**src/mtdl_pkg.sv**
```systemverilog
`default_nettype none
package mtdl_pkg;

  localparam int VALUE_BITS         = 32;
  localparam int FRACTION_BITS      = 16;
  localparam int INDEX_BITS         = 6;
  localparam int COUNT_BITS         = 7;
  localparam int MAX_POINTS_DEFAULT = 64;

  localparam logic ACT_LOAD    = 1'b0;
  localparam logic ACT_CONVERT = 1'b1;

  typedef struct packed {
    logic                            action;
    logic [INDEX_BITS-1:0]           point_index;
    logic signed [VALUE_BITS-1:0]    x_value;
    logic signed [VALUE_BITS-1:0]    y_value;
    logic signed [VALUE_BITS-1:0]    query_value;
    logic [FRACTION_BITS-1:0]        random_fraction;
  } in_item_t;

  typedef struct packed {
    logic signed [VALUE_BITS-1:0] converted_value;
    logic                         in_range;
  } out_item_t;

  typedef enum logic [1:0] {
    XS_FIRST,
    XS_LAST,
    XS_SCAN
  } xsel_t;

  typedef enum logic {
    YS_LOWER,
    YS_UPPER
  } ysel_t;

  typedef struct packed {
    logic  capture;
    logic  load_wr;
    xsel_t x_sel;
    ysel_t y_sel;
    logic  save_x0;
    logic  save_xl;
    logic  idx_init;
    logic  idx_inc;
    logic  save_lower;
    logic  save_diff;
    logic  do_mul;
    logic  do_add;
    logic  set_invalid;
    logic  out_load;
  } cmd_t;

  typedef struct packed {
    logic is_convert;
    logic short_table;
    logic out_of_range;
    logic scan_hit;
    logic out_free;
  } status_t;

endpackage
`default_nettype wire

```
**src/mtdl_ctrl.sv**
```systemverilog
`default_nettype none
module mtdl_ctrl (
  input  wire logic            clk,
  input  wire logic            rst,
  input  wire logic            in_valid,
  output logic                 in_ready,
  input  wire mtdl_pkg::status_t status,
  output mtdl_pkg::cmd_t       cmd
);
  import mtdl_pkg::*;

  localparam logic [3:0] S_IDLE      = 4'd0;
  localparam logic [3:0] S_RD_FIRST  = 4'd1;
  localparam logic [3:0] S_RD_LAST   = 4'd2;
  localparam logic [3:0] S_SAVE_LAST = 4'd3;
  localparam logic [3:0] S_RANGE     = 4'd4;
  localparam logic [3:0] S_SCAN_ADDR = 4'd5;
  localparam logic [3:0] S_SCAN_CMP  = 4'd6;
  localparam logic [3:0] S_RD_LO     = 4'd7;
  localparam logic [3:0] S_RD_HI     = 4'd8;
  localparam logic [3:0] S_DIFF      = 4'd9;
  localparam logic [3:0] S_MUL       = 4'd10;
  localparam logic [3:0] S_ADD       = 4'd11;
  localparam logic [3:0] S_FINISH    = 4'd12;

  logic [3:0] state, state_next;

  always_ff @(posedge clk) begin
    if (rst) begin
      state <= S_IDLE;
    end else begin
      state <= state_next;
    end
  end

  always_comb begin
    cmd        = '0;
    cmd.x_sel  = XS_FIRST;
    cmd.y_sel  = YS_LOWER;
    in_ready   = 1'b0;
    state_next = state;
    unique case (state)
      S_IDLE: begin
        in_ready = 1'b1;
        if (in_valid) begin
          cmd.capture = 1'b1;
          if (status.is_convert) begin
            state_next = S_RD_FIRST;
          end else begin
            cmd.load_wr = 1'b1;
          end
        end
      end
      S_RD_FIRST: begin
        cmd.x_sel = XS_FIRST;
        if (status.short_table) begin
          cmd.set_invalid = 1'b1;
          state_next      = S_FINISH;
        end else begin
          state_next = S_RD_LAST;
        end
      end
      S_RD_LAST: begin
        cmd.x_sel   = XS_LAST;
        cmd.save_x0 = 1'b1;
        state_next  = S_SAVE_LAST;
      end
      S_SAVE_LAST: begin
        cmd.save_xl = 1'b1;
        state_next  = S_RANGE;
      end
      S_RANGE: begin
        if (status.out_of_range) begin
          cmd.set_invalid = 1'b1;
          state_next      = S_FINISH;
        end else begin
          cmd.idx_init = 1'b1;
          state_next   = S_SCAN_ADDR;
        end
      end
      S_SCAN_ADDR: begin
        cmd.x_sel  = XS_SCAN;
        state_next = S_SCAN_CMP;
      end
      S_SCAN_CMP: begin
        if (status.scan_hit) begin
          state_next = S_RD_LO;
        end else begin
          cmd.idx_inc = 1'b1;
          state_next  = S_SCAN_ADDR;
        end
      end
      S_RD_LO: begin
        cmd.y_sel  = YS_LOWER;
        state_next = S_RD_HI;
      end
      S_RD_HI: begin
        cmd.y_sel      = YS_UPPER;
        cmd.save_lower = 1'b1;
        state_next     = S_DIFF;
      end
      S_DIFF: begin
        cmd.save_diff = 1'b1;
        state_next    = S_MUL;
      end
      S_MUL: begin
        cmd.do_mul = 1'b1;
        state_next = S_ADD;
      end
      S_ADD: begin
        cmd.do_add = 1'b1;
        state_next = S_FINISH;
      end
      S_FINISH: begin
        if (status.out_free) begin
          cmd.out_load = 1'b1;
          state_next   = S_IDLE;
        end
      end
      default: begin
        state_next = S_IDLE;
      end
    endcase
  end

endmodule
`default_nettype wire

```
**config.mk**
```make
export PLATFORM = sky130hd
export DESIGN_NAME = mtdl_ctrl
export DESIGN_NICKNAME = d
export VERILOG_FILES = /design/src/mtdl_pkg.sv /design/src/mtdl_ctrl.sv
export SDC_FILE = /design/constraint.sdc
export NUM_CORES = 1
export LEC_CHECK = 0
export BUFFER_PORTS_ARGS = -buffer_cell sky130_fd_sc_hd__buf_2
export CORE_ASPECT_RATIO = 1.1
export CORE_MARGIN = 2
export CORE_UTILIZATION = 25
export DETAILED_ROUTE_END_ITERATION = 8
export HOLD_SLACK_MARGIN = 0.12
export PLACE_DENSITY = 0.62
export SLEW_MARGIN = 0
export SYNTH_ARGS = -nofsm -noshare
export SYNTH_HDL_FRONTEND = slang
export SYNTH_SLANG_ARGS = --single-unit
```
**constraint.sdc**
```tcl
create_clock -name clk -period 1.3 [get_ports clk]
set_input_delay 0 -clock clk [delete_from_list [all_inputs] [get_ports clk]]
set_output_delay 0 -clock clk [all_outputs]
set_load 0.01 [all_outputs]
```
* Word-level counts from Yosys, hierarchy flattened
Index checks and enable logic that the tools add are counted.
Cells by class: add/subtract/negate cells 0, reduce and logical (&&, ||, !) cells 2, div/mod/pow operators 0, shift operators 0, $lt $le $gt $ge 0, multipliers 0, muxes and demuxes 27, bitwise operators 0, equal/unequal tests 15
Operators by type and width (count):
- case mux 4 bit (13 select lines) | 1
- == test 4 bit, second input constant | 5
- two-way mux 4 bit | 5
- == test 4 x 3 -> 1 bit, second input constant | 4
- two-way mux 1 bit | 16
- == test 4 x 2 -> 1 bit, second input constant | 2
- two-way mux 2 bit | 3
- inequality test 2 bit, second input constant | 3
- == test 4 x 1 -> 1 bit, second input constant | 1
- logical NOT 4 bit | 1
- case mux 2 bit (2 select lines) | 1
- AND reduction 3 bit | 1
- case mux 1 bit (2 select lines) | 1
Word-level totals: register bits after elaboration 4, memory bits (read-only) 0, bits in latches 0, RAM bits 0, logic and storage cells 45, memories 0

* Depth between registers and ports, before layout
Gate-level depths: netlist of the first run.
depth in word-level cells 3, mapped depth 4

* Least setup slack after synthesis of the first run
Ideal clock, no wire load.
kind reg-to-reg, start point register state[2], end point register state[3], path buffers 0, cell stages (with the launch flop) 4, data arrival time 1.028 ns, data required time 1.180 ns, slack 0.152 ns, path through dfxtp_1 > nand3b_1 > a21boi_0 > o31a_1
Between the ends: cells in the longest elaborated chain, start to end 3, elaborated cells on any way between the ends 18, those cells by class eq/ne (15); mux (1); reduce/logical (2)
Ends and longest elaborated chain:
- start, declared | RTL line mtdl_ctrl.sv:26 | logic [3:0] state, state_next;
- start signal, assigned | RTL line mtdl_ctrl.sv:32 | state <= state_next;
- == test 4 bit / logical NOT 4 bit (equally long branches) | RTL line mtdl_ctrl.sv:42 | unique case (state)
- inequality test 2 bit (no line)
- AND reduction 3 bit (no line)
Parallel ways exist; a longest one is shown, timed or not. A chain may end at the register's enable or synchronous reset.

==> flow_summary_export.csv, run 1 <==
group,metric,value,unit
floorplan,die_height,46.6,um
timing,setup_viol,0,
clock_network,clk_latency,0.24,ns
setup_path,r2r-start,"state[1]",
clock_network,path_clk_slew,0.04,ns
detailed_routing,drtIter0Drc,16,
setup_path,path_class,"reg -> out",
setup_path,reg2reg_slack,0.09,ns
setup_path,regToRegEndpoint,"state[1]",
floorplan,placementRows,15,
synthesis,synth-seq-cells,4,
timing,hold_viol,0,
clock_network,cts_made_buffers,3,
synthesis,syn-instance-count,54,
power_and_ir_drop,seqPwrFrac,21.8,%
timing,fmax,0.777,GHz
cells_and_area,multi_input_area,324,um2
timing,slew_headroom,82.0,%
cells_and_area,layout.nets,102,
detailed_routing,drtPass1Iterations,4,
setup_path,cp_max_fo,6,
grt,grt_start_max_net_pins,12,
synthesis,netlist.area_leader.share,19.4,%
power_and_ir_drop,p_leak,0.351,nW
timing,drv_slew,0,
detailed_routing,ant_nets,0,
synthesis,synth.area.top_cells,"dfxtp_1, a2111oi_2, nand2b_1",
cells_and_area,seqCellArea,95.1,um2
placement,placed_cell_area,566,um2
cells_and_area,fill_cells,150,
detailed_routing,wirelength,1330,um
synthesis,ys_warn_count,0,
timing,whs,0.215,ns
grt,grt_pass1_wl,1860,um
cells_and_area,regMostFlops,"state",
clock_network,clockRootBuffer,"clkbuf_4",
grt,gr-total-overflow,0,
timing,final.setup.tns,0,ns
outcome,status,"complete, no violations",
min_path,min_from,"status[0]",
detailed_routing,post_drt_wl_per_cell,12.2,um
detailed_routing,drc,0,
min_path,hp-class,"in -> reg",
placement,gp_congestion,0.726,
synthesis,yosysUniqueCellTypes,25,
floorplan,initial_core_util,26.5,%
grt,grt_antenna_before_repair,0,
power_and_ir_drop,power_density,2150,nW/um2
power_and_ir_drop,switchingPower,676,uW
setup_path,critPathRequiredTime,1.30,ns
clock_network,cts_tree,"built",
timing,fin_skew,0.00416,ns
clock_network,h-tree-depth,1,
power_and_ir_drop,p_int,926,uW
setup_path,cp-end-kind,"output pin",
synthesis,synthesis.area,413,um2
cells_and_area,reg_top3,"state x4",
setup_path,worst-r2r-cell-count,4,
grt,track_usage,12.6,%
synthesis,syn-num-nets,62,
synthesis,synth_area_leader_cell,"dfxtp_1",
clock_network,cts_sinks,4,
cells_and_area,postLayoutCellArea,746,um2
cells_and_area,largest_reg_flops,4,
setup_path,arrival,1.29,ns
timing,finalCriticalPeriod,1.29,ns
floorplan,die_w,42.8,um
floorplan,io_pins,24,
cells_and_area,num_antenna_cells,0,
min_path,hold_end,"state[3]",
power_and_ir_drop,finalPower,1.60,mW
timing,tightest_slew,0.270,ns
power_and_ir_drop,ir_drop,695,uV
synthesis,seq_area_frac_synth,19.4,%
setup_path,start_kind,"flip-flop",
detailed_routing,vias,540,
cells_and_area,drive_gt1_share,56.5,%
floorplan,floorplan.die_area,1990,um2
timing,fin_crit_sh,99.0,%
power_and_ir_drop,swShare,42.2,%
power_and_ir_drop,pwr-share-comb,68.5,%
synthesis,synth_area_per_cell,7.65,um2
placement,numPortBuffers,23,
flow_run,maxCapViolCount,0,
power_and_ir_drop,clock_power_share,9.7,%
min_path,min_path_cells,3,
timing,rsz0062_at_grt,"true",
detailed_routing,viasPerCell,4.95,
placement,dp_hpwl,887,um
floorplan,fp.coreArea,1560,um2
cells_and_area,area_growth,80.6,%
clock_network,clockBufferDepth,2,
grt,first_global_vias,454,
-- cell usage in the layout (no fill, tap or decap), types with 3 or more instances in the layout --
master / count
dlygate4sd3_1: 3
buf_4: 12
nor2_1: 5
nor2b_1: 4
nor3_1: 4
buf_2: 23
clkbuf_4: 3
nand2_1: 3
dfxtp_4: 4
-- metal layers --
metal	routed length [um]	track usage (%)	part of all wire, %
met1	560	14.2	42
met2	712	23.3	53
met3	55	2.35	4.1
met4	3	5.63	0.23
met5	0	0	0
-- critical path, cell delays in order (launching register included) --
cell and delay, ns:
dfxtp_4 0.36, nor4_4 0.30, and2_1 0.17, and2b_1 0.11, buf_2 0.12
-- logic make-up (layout without fill, tap and decap cells) --
logic type / after synthesis / count (layout) / synth area share, %
compound gates: 12 / 12 / 23.6
buf+inv: 7 / 45 / 10.6
simple gates: 31 / 31 / 46.4
flops: 4 / 4 / 19.4
-- how the worst max path moves through the flow --
stage / startpoint / cells after the start / end / slack [ns]
2_1_floorplan: state[2] / 3 / state[3] / 0.15
3_3_place_gp: state[3] / 3 / state[1] / 0.11
3_5_place_dp: state[3] / 3 / state[1] / 0.09
4_1_cts: state[3] / 4 / cmd[13] / 0.0006
5_1_grt: state[3] / 3 / cmd[1] / -0.04
6_report: state[2] / 4 / cmd[13] / 0.01
-- repair_timing --
item	CTS	global route
hold buffers	3	0
gates resized for setup	7	9
gates cloned	0	1
pin swaps	1	3
buffers inserted	1	5
endpoints found under the hold margin	4	0
setup endpoints to repair	14	5
-- synth_stat cells --
cell type,number
nand2_1,3
and2b_1,1
buf_2,2
a21oi_1,2
nor4_1,2
nand2b_1,4
nand3b_1,2
nor4_4,1
buf_6,1
nand2b_2,1
buf_4,2
a21boi_0,1
nor3_1,5
o21a_1,2
o21ai_0,2
and2_1,1
inv_1,2
nor2_1,5
a22oi_1,1
nor2b_1,4
dfxtp_1,4
o32ai_1,1
nor3b_1,2
a2111oi_2,2
o31a_1,1
-- through the flow --
step / util [%] / instances / setup WS (ns)
after floorplan: - / 54 / 0.152
after global placement: 36.3 / 96 / 0.113
after detailed placement: 36.3 / 96 / 0.0866
after CTS: 41.3 / 103 / 0.000604
after global routing: 47.9 / 109 / -0.0425
final: 47.9 / 109 / 0.0134
-- layout make-up --
class,count,share of cell area [%]
multi-input combinational,43,43.5
timing repair buffer,40,36.9
sequential,4,12.8
clock buffer,3,3.02
tap,17,2.85
inverter,2,1.01
-- power by group through the flow --
stage / Clock, mW / Sequential [mW] / Combinational [mW]
2_1_floorplan: 0 / 0.254 / 0.585
3_3_place_gp: 0 / 0.288 / 0.808
3_5_place_dp: 0 / 0.297 / 0.813
4_1_cts: 0.154 / 0.322 / 0.872
5_1_grt: 0.155 / 0.362 / 1.18
6_report: 0.156 / 0.350 / 1.10
No activity file was read; power rests on OpenSTA's default activity.
==> inputs of run 2 (changes only) <==
CELL_PAD_IN_SITES_DETAIL_PLACEMENT = 0   (was not set)
CELL_PAD_IN_SITES_GLOBAL_PLACEMENT = 1   (was not set)
PLACE_DENSITY = 0.8   (was 0.62)
==> flow_summary_export.csv, run 2 (same netlist as run 1, synthesis figures left out) <==
group,metric,value,unit
outcome,status,"complete, no violations",
timing,hold_viol,0,
clock_network,cts_made_buffers,3,
cells_and_area,drive_gt1_share,54.7,%
clock_network,cts_tree,"built",
cells_and_area,final_common_cell,"buf_2",
setup_path,r2r-start,"state[3]",
setup_path,critPathRequiredTime,1.30,ns
min_path,min_from,"status[0]",
min_path,hp-class,"in -> reg",
cells_and_area,regMostFlops,"state",
timing,rsz0062_at_grt,"true",
clock_network,cts_sinks,4,
setup_path,regToRegEndpoint,"state[1]",
placement,numPortBuffers,23,
power_and_ir_drop,swShare,44.5,%
floorplan,die_height,46.6,um
grt,first_global_vias,437,
timing,fmax,0.771,GHz
grt,grt_start_max_net_pins,13,
cells_and_area,fill_cells,171,
setup_path,arrival,1.30,ns
cells_and_area,fin_cells,103,
grt,gr-total-overflow,0,
detailed_routing,viasPerCell,5.02,
detailed_routing,ant_nets,0,
floorplan,placementRows,15,
min_path,hold_end,"state[2]",
setup_path,cp-end-kind,"output pin",
floorplan,initial_core_util,26.5,%
clock_network,clk_latency,0.24,ns
detailed_routing,wirelength,1170,um
detailed_routing,drtPass1Iterations,4,
clock_network,path_clk_slew,0.03,ns
grt,grtUsageMet3,5.10,%
detailed_routing,drtIter0Drc,8,
grt,track_usage,12.4,%
grt,grt.busiest_layer,"met2",
timing,fin_crit_sh,99.8,%
power_and_ir_drop,pwr-share-comb,66.0,%
detailed_routing,drc,0,
setup_path,reg2reg_slack,0.12,ns
timing,setup_viol,0,
power_and_ir_drop,power_density,2080,nW/um2
floorplan,io_pins,24,
placement,gp_congestion,0.718,
power_and_ir_drop,p_leak,0.311,nW
grt,grt_pass1_wl,1840,um
grt,grt.met1_usage,14.2,%
cells_and_area,largest_reg_flops,4,
min_path,min_path_cells,4,
clock_network,clockBufferDepth,2,
flow_run,maxCapViolCount,0,
detailed_routing,vias,517,
placement,dp_hpwl,854,um
floorplan,die_w,42.8,um
power_and_ir_drop,seqPwrFrac,22.8,%
setup_path,start_kind,"flip-flop",
cells_and_area,layout.nets,96,
setup_path,path_class,"reg -> out",
placement,place_inst,95,
power_and_ir_drop,p_int,763,uW
power_and_ir_drop,clock_power_share,11.3,%
grt,use_met2,21.2,%
setup_path,cp_max_fo,7,
timing,fin_skew,0.00448,ns
cells_and_area,num_antenna_cells,0,
timing,slew_headroom,80.6,%
detailed_routing,post_drt_wl_per_cell,11.3,um
clock_network,h-tree-depth,1,
cells_and_area,final_util,42.6,%
timing,tightest_slew,0.290,ns
cells_and_area,final_cell_mix,"buf_2, buf_4, nor2_1",
power_and_ir_drop,ir_drop,601,uV
cells_and_area,area_growth,60.6,%
setup_path,worst-r2r-cell-count,4,
timing,drv_slew,0,
cells_and_area,reg_top3,"state x4",
floorplan,floorplan.die_area,1990,um2
power_and_ir_drop,switchingPower,613,uW
grt,grt_antenna_before_repair,0,
clock_network,clockRootBuffer,"clkbuf_4",
floorplan,fp.coreArea,1560,um2
timing,finalCriticalPeriod,1.30,ns
[run 2: worst max-delay path by stage]
stage | start | cells past startpoint | end | slack (ns)
floorplan | state[2] | 3 | state[3] | 0.15
global placement | state[3] | 3 | state[1] | 0.06
detailed placement | state[3] | 3 | state[1] | 0.01
CTS | state[3] | 4 | cmd[13] | 0.004
global route | state[2] | 4 | cmd[9] | -0.05
finish | state[2] | 4 | cmd[9] | 0.003
[run 2: area by class of cell]
cell class | count | area [um2] | share of cell area (%)
timing repair buffer | 34 | 205 | 30.9
multi-input combinational | 43 | 314 | 47.4
clock buffer | 3 | 22.5 | 3.40
tap | 17 | 21.3 | 3.21
inverter | 2 | 7.51 | 1.13
sequential | 4 | 92.6 | 14.0
[run 2: metrics by stage]
step	setup WS [ns]	setup TNS, ns	hold WS, ns	total power, mW	cell area, um2
final	0.00302	0	0.213	1.38	663
after global placement	0.0593	0	0.244	1.07	558
after CTS	0.00420	0	0.209	1.31	626
after global routing	-0.0510	-0.211	0.203	1.50	663
after floorplan	0.152	0	0.0504	0.839	413
after detailed placement	0.0116	0	0.254	1.08	558
[run 2: power groups by stage]
stage | Clock [mW] | Combinational [mW] | Sequential [mW]
6_report | 0.155 | 0.908 | 0.313
5_1_grt | 0.179 | 0.992 | 0.325
4_1_cts | 0.164 | 0.820 | 0.324
3_5_place_dp | 0 | 0.771 | 0.306
3_3_place_gp | 0 | 0.770 | 0.302
2_1_floorplan | 0 | 0.585 | 0.254
[run 2: layer usage]
layer / wire length [um] / part of all wire, %
met3: 66 / 5.7
met2: 596 / 51
met5: 0 / 0
met4: 21 / 1.8
met1: 483 / 41
[run 2: critical path, cell delays in order (launching register included)]
cell and delay [ns]:
dfxtp_4 0.36, buf_4 0.16, nand2b_2 0.23, nor3_2 0.15
buf_2 0.16
[run 2: repair_timing]
item	in CTS	in global routing
setup buffers	1	1
resized for setup	5	8
setup endpoints to repair	15	8
pin swaps	1	1
endpoints found under the hold margin	4	0
hold buffers	3	0
